### config.mk
export PLATFORM = sky130hd
export DESIGN_NAME = poisson_binomial_scenario_enum
export DESIGN_NICKNAME = d
export VERILOG_FILES = /design/src/design/pbse_pkg.sv /design/src/design/pbse_ram.sv /design/src/design/pbse_datapath.sv /design/src/design/pbse_ctrl.sv /design/src/design/poisson_binomial_scenario_enum.sv
export SDC_FILE = /design/constraint.sdc
export NUM_CORES = 2
export LEC_CHECK = 0
export BUFFER_PORTS_ARGS = -buffer_cell sky130_fd_sc_hd__buf_2
export CAP_MARGIN = 25
export CORE_ASPECT_RATIO = 1.75
export CORE_MARGIN = 4
export CORE_UTILIZATION = 62
export DETAILED_ROUTE_END_ITERATION = 12
export GPL_ROUTABILITY_DRIVEN = 0
export PLACE_DENSITY = 0.79
export SYNTH_ARGS = -nofsm -noshare
export SYNTH_HDL_FRONTEND = slang
export SYNTH_SLANG_ARGS = --single-unit
### constraint.sdc
create_clock -name clk_i -period 21.3 [get_ports clk_i]
set_input_delay 0 -clock clk_i [delete_from_list [all_inputs] [get_ports clk_i]]
set_output_delay 0 -clock clk_i [all_outputs]
set_load 0.03 [all_outputs]
### src/design/pbse_pkg.sv
package pbse_pkg;

  localparam int MaxItems = 6;
  localparam int MaxRes   = 4;
  localparam int FracBits = 16;
  localparam int ProbW    = 17;
  localparam int WeightW  = 16;
  localparam int TotalW   = 19;
  localparam int MaskW    = 6;
  localparam int ItemW    = 3;
  localparam int ResW     = 3;
  localparam int ScenN    = 64;

  localparam logic [ProbW-1:0] ProbOne = ProbW'(1) << FracBits;

  // Commands from the controller to the datapath
  typedef struct packed {
    logic             load;
    logic             calc_clr;
    logic             calc_step;
    logic             use_best;
    logic             key_wr;
    logic             scan_clr;
    logic             scan_rd;
    logic             emit;
    logic             last;
    logic             run_end;
    logic [MaskW-1:0] mask;
    logic [ItemW-1:0] item;
  } cmd_t;

  // Status from the datapath to the controller
  typedef struct packed {
    logic [ItemW-1:0] count;
  } status_t;

endpackage

### src/design/pbse_ram.sv
module pbse_ram #(
  parameter int Width = 19,
  parameter int Depth = 64
) (
  input  logic                     clk_i,
  input  logic                     we_i,
  input  logic [$clog2(Depth)-1:0] waddr_i,
  input  logic [Width-1:0]         wdata_i,
  input  logic [$clog2(Depth)-1:0] raddr_i,
  output logic [Width-1:0]         rdata_o
);

  logic [Width-1:0] mem_q [Depth];
  logic [Width-1:0] rdata_q;

  always_ff @(posedge clk_i) begin
    if (we_i) begin
      mem_q[waddr_i] <= wdata_i;
    end
    rdata_q <= mem_q[raddr_i];
  end

  assign rdata_o = rdata_q;

endmodule

### src/design/pbse_datapath.sv
module pbse_datapath (
  input  logic                                clk_i,
  input  logic                                rst_ni,
  input  pbse_pkg::cmd_t                      cmd_i,
  output pbse_pkg::status_t                   status_o,
  input  logic                                cfg_we_i,
  input  logic [pbse_pkg::ResW-1:0]           cfg_data_i,
  input  logic [pbse_pkg::ProbW-1:0]          prob_i,
  input  logic [pbse_pkg::WeightW-1:0]        win_i  [pbse_pkg::MaxRes],
  input  logic [pbse_pkg::WeightW-1:0]        loss_i [pbse_pkg::MaxRes],
  output logic                                valid_o,
  output logic [pbse_pkg::MaskW-1:0]          mask_o,
  output logic [pbse_pkg::ProbW-1:0]          prob_o,
  output logic [pbse_pkg::TotalW-1:0]         total_o [pbse_pkg::MaxRes],
  output logic                                dropped_o,
  output logic                                last_o
);

  localparam int ProdW = 2 * pbse_pkg::ProbW;

  logic [pbse_pkg::ResW-1:0]    res_q;
  logic [pbse_pkg::ProbW-1:0]   ip_q   [pbse_pkg::MaxItems];
  logic [pbse_pkg::WeightW-1:0] win_q  [pbse_pkg::MaxItems][pbse_pkg::MaxRes];
  logic [pbse_pkg::WeightW-1:0] loss_q [pbse_pkg::MaxItems][pbse_pkg::MaxRes];
  logic [pbse_pkg::ItemW-1:0]   cnt_q;
  logic                         ovf_q;

  logic [pbse_pkg::MaskW-1:0]   cur_mask_q;
  logic [pbse_pkg::ProbW-1:0]   acc_q;
  logic [pbse_pkg::TotalW-1:0]  tot_q [pbse_pkg::MaxRes];

  logic                         sv_q;
  logic [pbse_pkg::MaskW-1:0]   sk_q;
  logic                         best_v_q;
  logic [pbse_pkg::MaskW-1:0]   best_mask_q;
  logic [pbse_pkg::TotalW-1:0]  best_key_q;
  logic [pbse_pkg::ScenN-1:0]   emitted_q;
  logic [pbse_pkg::TotalW-1:0]  key_rd;

  logic [pbse_pkg::ResW-1:0]    eff_res;
  logic [pbse_pkg::ProbW-1:0]   p_sat;
  logic                         won;
  logic [pbse_pkg::ProbW-1:0]   fac;
  logic [ProdW-1:0]             prod;

  always_comb begin
    if (res_q == '0) begin
      eff_res = pbse_pkg::ResW'(1);
    end else if (res_q > pbse_pkg::ResW'(pbse_pkg::MaxRes)) begin
      eff_res = pbse_pkg::ResW'(pbse_pkg::MaxRes);
    end else begin
      eff_res = res_q;
    end
  end

  assign p_sat = (prob_i > pbse_pkg::ProbOne) ? pbse_pkg::ProbOne : prob_i;
  assign won   = cur_mask_q[cmd_i.item];
  assign fac   = won ? ip_q[cmd_i.item] : (pbse_pkg::ProbOne - ip_q[cmd_i.item]);
  assign prod  = ProdW'(acc_q) * ProdW'(fac);

  always_ff @(posedge clk_i or negedge rst_ni) begin
    if (!rst_ni) begin
      res_q     <= pbse_pkg::ResW'(1);
      cnt_q     <= '0;
      ovf_q     <= 1'b0;
      sv_q      <= 1'b0;
      best_v_q  <= 1'b0;
      emitted_q <= '0;
      valid_o   <= 1'b0;
    end else begin
      if (cfg_we_i) begin
        res_q <= cfg_data_i;
      end
      if (cmd_i.run_end) begin
        cnt_q <= '0;
        ovf_q <= 1'b0;
      end else if (cmd_i.load) begin
        if (cnt_q < pbse_pkg::ItemW'(pbse_pkg::MaxItems)) begin
          cnt_q <= cnt_q + pbse_pkg::ItemW'(1);
        end else begin
          ovf_q <= 1'b1;
        end
      end
      sv_q <= cmd_i.scan_rd;
      if (cmd_i.scan_clr) begin
        best_v_q <= 1'b0;
      end else if (sv_q && !emitted_q[sk_q] && (!best_v_q || key_rd > best_key_q)) begin
        best_v_q <= 1'b1;
      end
      valid_o <= cmd_i.emit;
      if (cmd_i.run_end) begin
        emitted_q <= '0;
      end else if (cmd_i.emit) begin
        emitted_q[cur_mask_q] <= 1'b1;
      end
    end
  end

  always_ff @(posedge clk_i) begin
    if (cmd_i.load && cnt_q < pbse_pkg::ItemW'(pbse_pkg::MaxItems)) begin
      ip_q[cnt_q] <= p_sat;
      for (int h = 0; h < pbse_pkg::MaxRes; h++) begin
        win_q[cnt_q][h]  <= win_i[h];
        loss_q[cnt_q][h] <= loss_i[h];
      end
    end
    if (cmd_i.calc_clr) begin
      cur_mask_q <= cmd_i.use_best ? best_mask_q : cmd_i.mask;
      acc_q      <= pbse_pkg::ProbOne;
      for (int h = 0; h < pbse_pkg::MaxRes; h++) begin
        tot_q[h] <= '0;
      end
    end else if (cmd_i.calc_step) begin
      acc_q <= prod[pbse_pkg::FracBits +: pbse_pkg::ProbW];
      for (int h = 0; h < pbse_pkg::MaxRes; h++) begin
        if (pbse_pkg::ResW'(h) < eff_res) begin
          tot_q[h] <= tot_q[h] + pbse_pkg::TotalW'(won ? win_q[cmd_i.item][h]
                                                       : loss_q[cmd_i.item][h]);
        end
      end
    end
    sk_q <= cmd_i.mask;
    if (!cmd_i.scan_clr && sv_q && !emitted_q[sk_q] &&
        (!best_v_q || key_rd > best_key_q)) begin
      best_key_q  <= key_rd;
      best_mask_q <= sk_q;
    end
    if (cmd_i.emit) begin
      mask_o    <= cur_mask_q;
      prob_o    <= acc_q;
      total_o   <= tot_q;
      dropped_o <= ovf_q;
      last_o    <= cmd_i.last;
    end
  end

  pbse_ram #(
    .Width (pbse_pkg::TotalW),
    .Depth (pbse_pkg::ScenN)
  ) u_key_ram (
    .clk_i   (clk_i),
    .we_i    (cmd_i.key_wr),
    .waddr_i (cmd_i.mask),
    .wdata_i (tot_q[0]),
    .raddr_i (cmd_i.mask),
    .rdata_o (key_rd)
  );

  assign status_o.count = cnt_q;

endmodule

### src/design/pbse_ctrl.sv
module pbse_ctrl (
  input  logic              clk_i,
  input  logic              rst_ni,
  input  logic              start_i,
  input  logic              final_i,
  input  pbse_pkg::status_t status_i,
  output logic              busy_o,
  output pbse_pkg::cmd_t    cmd_o
);

  localparam logic [3:0] SIdle   = 4'd0;
  localparam logic [3:0] SKClr   = 4'd1;
  localparam logic [3:0] SKStep  = 4'd2;
  localparam logic [3:0] SKWr    = 4'd3;
  localparam logic [3:0] SSClr   = 4'd4;
  localparam logic [3:0] SScan   = 4'd5;
  localparam logic [3:0] SSDrain = 4'd6;
  localparam logic [3:0] SCClr   = 4'd7;
  localparam logic [3:0] SCStep  = 4'd8;
  localparam logic [3:0] SEmit   = 4'd9;

  localparam int CntW = pbse_pkg::MaskW + 1;

  logic [3:0]                 state_q, state_d;
  logic [CntW-1:0]            m_q, m_d;
  logic [CntW-1:0]            r_q, r_d;
  logic [pbse_pkg::ItemW-1:0] i_q, i_d;
  logic [CntW-1:0]            last_idx;
  logic                       last_item;

  assign last_idx  = (CntW'(1) << status_i.count) - CntW'(1);
  assign last_item = (i_q == status_i.count - pbse_pkg::ItemW'(1));
  assign busy_o    = (state_q != SIdle);

  always_comb begin
    state_d = state_q;
    m_d     = m_q;
    r_d     = r_q;
    i_d     = i_q;
    cmd_o   = '0;
    cmd_o.mask = m_q[pbse_pkg::MaskW-1:0];
    cmd_o.item = i_q;
    unique case (state_q)
      SIdle: begin
        if (start_i) begin
          cmd_o.load = 1'b1;
          if (final_i) begin
            m_d     = '0;
            state_d = SKClr;
          end
        end
      end
      SKClr: begin
        cmd_o.calc_clr = 1'b1;
        i_d            = '0;
        state_d        = (status_i.count == '0) ? SKWr : SKStep;
      end
      SKStep: begin
        cmd_o.calc_step = 1'b1;
        if (last_item) begin
          state_d = SKWr;
        end else begin
          i_d = i_q + pbse_pkg::ItemW'(1);
        end
      end
      SKWr: begin
        cmd_o.key_wr = 1'b1;
        if (m_q == last_idx) begin
          r_d     = '0;
          state_d = SSClr;
        end else begin
          m_d     = m_q + CntW'(1);
          state_d = SKClr;
        end
      end
      SSClr: begin
        cmd_o.scan_clr = 1'b1;
        m_d            = '0;
        state_d        = SScan;
      end
      SScan: begin
        cmd_o.scan_rd = 1'b1;
        if (m_q == last_idx) begin
          state_d = SSDrain;
        end else begin
          m_d = m_q + CntW'(1);
        end
      end
      SSDrain: begin
        state_d = SCClr;
      end
      SCClr: begin
        cmd_o.calc_clr = 1'b1;
        cmd_o.use_best = 1'b1;
        i_d            = '0;
        state_d        = (status_i.count == '0) ? SEmit : SCStep;
      end
      SCStep: begin
        cmd_o.calc_step = 1'b1;
        if (last_item) begin
          state_d = SEmit;
        end else begin
          i_d = i_q + pbse_pkg::ItemW'(1);
        end
      end
      SEmit: begin
        cmd_o.emit = 1'b1;
        cmd_o.last = (r_q == last_idx);
        if (r_q == last_idx) begin
          cmd_o.run_end = 1'b1;
          state_d       = SIdle;
        end else begin
          r_d     = r_q + CntW'(1);
          state_d = SSClr;
        end
      end
      default: begin
        state_d = SIdle;
      end
    endcase
  end

  always_ff @(posedge clk_i or negedge rst_ni) begin
    if (!rst_ni) begin
      state_q <= SIdle;
      m_q     <= '0;
      r_q     <= '0;
      i_q     <= '0;
    end else begin
      state_q <= state_d;
      m_q     <= m_d;
      r_q     <= r_d;
      i_q     <= i_d;
    end
  end

endmodule

### src/design/poisson_binomial_scenario_enum.sv
// Scenario enumerator over up to six Bernoulli items.
// Item channel: present an item with start high; it is taken at an edge where
// start is high and busy is low. Items without final_item are stored and busy
// stays low. Items past the sixth are dropped and flagged.
// The item carrying final_item starts a run: busy rises and stays high until
// all 2^n scenarios have been delivered, where n is the stored item count.
// Results: each scenario shows for one cycle with result_valid_o high; the
// receiver cannot stall, so nothing is held. Scenarios come out by resource 0
// total descending, ties in ascending mask order; last_scenario_o marks the end.
// Sequence: a key pass writes the resource 0 total of every scenario into the
// key RAM; then per scenario a scan of the key RAM (one read port) and a rebuild
// of the chosen scenario on the shared 17x17 multiply/add unit.
// Config: cfg_valid_i writes active_resources at any edge (cfg_ready_o is
// always high); write it only while idle.
// Reset: store empty, drop flag clear, active_resources = 1, block idle.
module poisson_binomial_scenario_enum (
  input  logic        clk_i,
  input  logic        rst_ni,
  input  logic        start,
  output logic        busy,
  input  logic [16:0] success_probability_i,
  input  logic [15:0] win_weight_0_i,
  input  logic [15:0] win_weight_1_i,
  input  logic [15:0] win_weight_2_i,
  input  logic [15:0] win_weight_3_i,
  input  logic [15:0] loss_weight_0_i,
  input  logic [15:0] loss_weight_1_i,
  input  logic [15:0] loss_weight_2_i,
  input  logic [15:0] loss_weight_3_i,
  input  logic        final_item_i,
  input  logic        cfg_valid_i,
  output logic        cfg_ready_o,
  input  logic [2:0]  cfg_data_i,
  output logic        result_valid_o,
  output logic [5:0]  scenario_mask_o,
  output logic [16:0] scenario_probability_o,
  output logic [18:0] total_resource_0_o,
  output logic [18:0] total_resource_1_o,
  output logic [18:0] total_resource_2_o,
  output logic [18:0] total_resource_3_o,
  output logic        items_dropped_o,
  output logic        last_scenario_o
);

  pbse_pkg::cmd_t    cmd;
  pbse_pkg::status_t status;

  logic [pbse_pkg::WeightW-1:0] win  [pbse_pkg::MaxRes];
  logic [pbse_pkg::WeightW-1:0] loss [pbse_pkg::MaxRes];
  logic [pbse_pkg::TotalW-1:0]  total [pbse_pkg::MaxRes];

  // Gather the per-resource weights into lanes
  assign win[0]  = win_weight_0_i;
  assign win[1]  = win_weight_1_i;
  assign win[2]  = win_weight_2_i;
  assign win[3]  = win_weight_3_i;
  assign loss[0] = loss_weight_0_i;
  assign loss[1] = loss_weight_1_i;
  assign loss[2] = loss_weight_2_i;
  assign loss[3] = loss_weight_3_i;

  // Config register is always writable
  assign cfg_ready_o = 1'b1;

  pbse_ctrl u_ctrl (
    .clk_i    (clk_i),
    .rst_ni   (rst_ni),
    .start_i  (start),
    .final_i  (final_item_i),
    .status_i (status),
    .busy_o   (busy),
    .cmd_o    (cmd)
  );

  pbse_datapath u_dp (
    .clk_i      (clk_i),
    .rst_ni     (rst_ni),
    .cmd_i      (cmd),
    .status_o   (status),
    .cfg_we_i   (cfg_valid_i),
    .cfg_data_i (cfg_data_i),
    .prob_i     (success_probability_i),
    .win_i      (win),
    .loss_i     (loss),
    .valid_o    (result_valid_o),
    .mask_o     (scenario_mask_o),
    .prob_o     (scenario_probability_o),
    .total_o    (total),
    .dropped_o  (items_dropped_o),
    .last_o     (last_scenario_o)
  );

  assign total_resource_0_o = total[0];
  assign total_resource_1_o = total[1];
  assign total_resource_2_o = total[2];
  assign total_resource_3_o = total[3];

endmodule

==> reports/results.ini <==
[yosys]
syn_nets = 6918
ys.flop_type = edfxtp_1
seq_area_frac_synth_pct = 69.9
synth_area_leaders = edfxtp_1, mux4_2, fa_1, a22oi_1, ha_1
avgSynthCellArea_um2 = 16.1
yosys_warnings = 0
synth.distinct_cells = 88
syn_inst = 6345
synth_top_cell_by_area = edfxtp_1
async_reset_ff_share_pct = 3.91
synth_top_area_share_pct = 65.3
ys_ff_latch = 2431
synth_edf_count = 2218
syn_area_um2 = 102000

[critical_path]
critPathKind = flop to flop
reg2regPathDepth = 27
crit_arrival_ns = 10.15
cp-start-kind = flop
path_max_fanout = 40
rrSetupSlack_ns = 11.88
rr_startpoint = u_ctrl.i_q[0]$_DFFE_PN0P_
crit_required_ns = 22.03
crit_path_end_kind = flop
r2r-end = u_dp.acc_q[16]$_SDFFE_PP1N_

[clock_tree]
cts-buffers-inserted = 201
post_cts_buffers = 0
clk_latency_ns = 0.85
clockRootBuffer = clkbuf_16
cts_buffer_depth = 4
cts.sinks = 2431
cts_tree = yes
cts.htree.levels = 4
clk_pin_slew_ns = 0.07

[grt]
grt_max_degree = 154
track_usage_pct = 31.3
grt_remaining_overflow = 0
grt_pass1_vias = 63600
grt_pass1_wl_um = 399000
antenna_found_initial = 28

[cells_and_area]
fin_nets = 7510
fillers = 9732
seqCellArea_um2 = 71400
area_delta_synth_final_pct = 13.7
final_util_pct = 71.0
multi_input_area_um2 = 28200
drive_gt1_share_pct = 15.0

[drt]
drc = 0
wl_met2_um = 136000
wl_per_cell_um = 28.9
wl_met1_um = 87400
routed_wl_um = 268000
top_layer = met5
drt_iter0_markers = 7554
vias = 61400
drtAntennaViolNets = 0
viasPerCell = 6.61
wl_met3_um = 25000
drt_pre_antenna_iters = 9

[power]
clkPwrFrac_pct = 18.6
netSwitchingFraction_pct = 40.8
internal-power_w = 0.0118
seqPwrFrac_pct = 29.6
power_switching_w = 0.00816
peakVddDrop_uv = 594
p_leak_nw = 40.4
pwr-share-comb_pct = 51.8
power_density_nw_per_um2 = 172

[sta]
rsz0062_at_grt = false
max_freq_mhz = 106
finalCritPeriodShare_pct = 44.2
skew_ns = 0.0961
relSlewSlack_pct = 21.4
setup_violations = 0
worst_slew_pin_slew_ns = 1.17
maxSlewViolCount = 0
hold_viol_final = 0
fin_crit_ns = 9.42
tns_ns = 0

[floorplan]
die_h_um = 545
io_pins = 257
die-area_um2 = 171000
rows = 196
fp.dieW_um = 315
start_util_pct = 62.5
core_um2 = 163000

[status]
status = complete, no violations

[hold_path]
min_path_type = input pin to flop
holdPathStages = 2
min_from = loss_weight_0_i[15]
min_to = u_dp.loss_q[2][63]$_DFFE_PP_

[place]
dp.final_hpwl_um = 154000
io_buffers = 255

[job]
drv_cap = 0

[synth_stat cells (all sizes together), types with 7 or more instances]
cell and number:
a211oi 12, a21o 26, a21oi 226, a221oi 80
a22o 81, a22oi 458, a31oi 92, a41oi 33
and2 122, and3 22, buf 94, clkbuf 243
dfrtp 94, dfxtp 118, edfxtp 2218, fa 225
ha 195, inv 350, mux2 16, mux2i 109
mux4 223, nand2 428, nand2b 14, nand3 64
nand3b 7, nand4 66, nor2 228, nor2b 33
nor3 54, nor3b 13, nor4 29, o211ai 11
o21a 28, o21ai 144, o21bai 7, o31ai 8
or3 22, xnor2 49, xor2 34
[how the worst max path moves through the flow]
stage | from | to | slack [ns] | cells after the start
2_1_floorplan | u_ctrl.state_q[1]$_DFFE_PN0P_ | u_dp.ip_q[0][0]$_DFFE_PP_ | 5.40 | 4
5_1_grt | u_ctrl.i_q[0]$_DFFE_PN0P_ | u_dp.acc_q[16]$_SDFFE_PP1N_ | 11.25 | 27
3_5_place_dp | u_ctrl.i_q[0]$_DFFE_PN0P_ | u_dp.acc_q[16]$_SDFFE_PP1N_ | 11.85 | 27
4_1_cts | u_ctrl.i_q[0]$_DFFE_PN0P_ | u_dp.acc_q[16]$_SDFFE_PP1N_ | 11.88 | 26
3_3_place_gp | u_ctrl.i_q[0]$_DFFE_PN0P_ | u_dp.acc_q[16]$_SDFFE_PP1N_ | 11.78 | 26
6_report | u_ctrl.i_q[0]$_DFFE_PN0P_ | u_dp.acc_q[16]$_SDFFE_PP1N_ | 11.88 | 27
[layout by cell type, fill, tap and decap left out, types with 204 or more instances in the layout]
master / netlist / routed
a21oi_1: 226 / 226
a22oi_1: 457 / 457
buf_2: 42 / 255
clkbuf_16: 0 / 204
dlygate4sd3_1: 0 / 292
edfxtp_1: 2218 / 2218
fa_1: 225 / 225
inv_1: 348 / 346
mux4_2: 223 / 223
nand2_1: 428 / 427
[logic make-up (layout without fill, tap and decap cells)]
logic type / after synthesis / count (layout) / synth area share (%)
flops: 2431 / 2431 / 69.9
fa+ha+maj: 420 / 420 / 6.81
mux: 348 / 348 / 6.18
compound gates: 1249 / 1249 / 8.48
other cells: 1 / 23 / 0.00367
xor+xnor: 85 / 85 / 0.771
buf+inv: 687 / 1440 / 2.62
simple gates: 1124 / 1124 / 5.22
[power by group through the flow]
| stage | logic, W | registers [W] | clock network (W) |
|---|---|---|---|
| 2_1_floorplan | 0.00745 | 0.00600 | 0 |
| 3_3_place_gp | 0.00983 | 0.00599 | 0 |
| 3_5_place_dp | 0.0101 | 0.00601 | 0 |
| 4_1_cts | 0.0103 | 0.00591 | 0.00372 |
| 5_1_grt | 0.0116 | 0.00594 | 0.00394 |
| 6_report | 0.0104 | 0.00593 | 0.00371 |
[metal layers]
| layer | global-route usage [%] | vias up |
|---|---|---|
| li1 | - | 25700 |
| met1 | 36.9 | 30900 |
| met2 | 53.8 | 3933 |
| met3 | 5.24 | 859 |
| met4 | 19.4 | 8 |
| met5 | 0 | - |
[state kept, by name, summed over array words and instances, names as in the netlist, 3 cells and up]
| register | cells |
|---|---|
| u_dp.u_key_ram.mem_q | 1216 |
| u_dp.best_mask_q | 6 |
| u_ctrl.state_q | 4 |
| u_dp.mask_o | 6 |
| u_dp.u_key_ram.rdata_o | 19 |
| u_ctrl.r_q | 7 |
| u_dp.loss_q | 384 |
| u_dp.prob_o | 17 |
| u_dp.total_o | 76 |
| u_ctrl.m_q | 7 |
| u_dp.best_key_q | 19 |
| u_dp.ip_q | 102 |
| u_dp.cur_mask_q | 6 |
| u_dp.sk_q | 6 |
| u_dp.acc_q | 17 |
| u_dp.emitted_q | 64 |
| u_dp.win_q | 384 |
| u_ctrl.i_q | 3 |
| u_dp.status_o | 3 |
| u_dp.tot_q | 76 |
| u_dp.res_q | 3 |
[worst max-delay path, cell delays in order (launching register included)]
cell and delay (ns):
dfrtp_4 0.95, buf_4 0.57, mux2i_1 0.26, nand2_1 0.11, a32oi_2 0.32, nand4_2 0.19
o31ai_2 0.36, a31oi_1 0.18, xnor2_2 0.75, nand2_1 0.16, fa_1 0.51, inv_1 0.05
fa_1 0.56, fa_1 0.44, fa_1 0.47, fa_1 0.50, inv_1 0.05, fa_1 0.47
inv_1 0.04, ha_1 0.33, and2_1 0.20, a221o_1 0.29, a31oi_1 0.17, a2bb2oi_1 0.38
a21oi_1 0.20, o211ai_1 0.30, nor3b_1 0.09, or3b_1 0.38
[per-stage QoR]
| step | power (W) | area (um2) | instances | worst slack [ns] | hold WS (ns) |
|---|---|---|---|---|---|
| after global placement | 0.0158 | 106000 | 8607 | 11.78 | -0.143 |
| after CTS | 0.0199 | 116000 | 9270 | 11.88 | 0.00114 |
| final | 0.0200 | 116000 | 9298 | 11.88 | 0.0337 |
| after detailed placement | 0.0161 | 106000 | 8615 | 11.85 | -0.138 |
| after floorplan | 0.0135 | 102000 | 6345 | 5.40 | -0.296 |
| after global routing | 0.0215 | 116000 | 9287 | 11.25 | 0.0397 |
[timing repair]
action / 4_1_cts / 5_1_grt
hold buffers: 291 / 1
resized for setup: 0 / 0
endpoints found under the hold margin: 983 / 6
[final cells by class]
class	count	share of cell area (%)
Tap cell	2178	2.35
Clock inverter	101	0.932
Multi-Input combinational cell	3227	24.3
Antenna cell	22	0.0475
Sequential cell	2431	61.5
Timing Repair Buffer	726	4.96
Inverter	350	1.14
Clock buffer	263	4.70
Power figures use the tool's default switching activity.
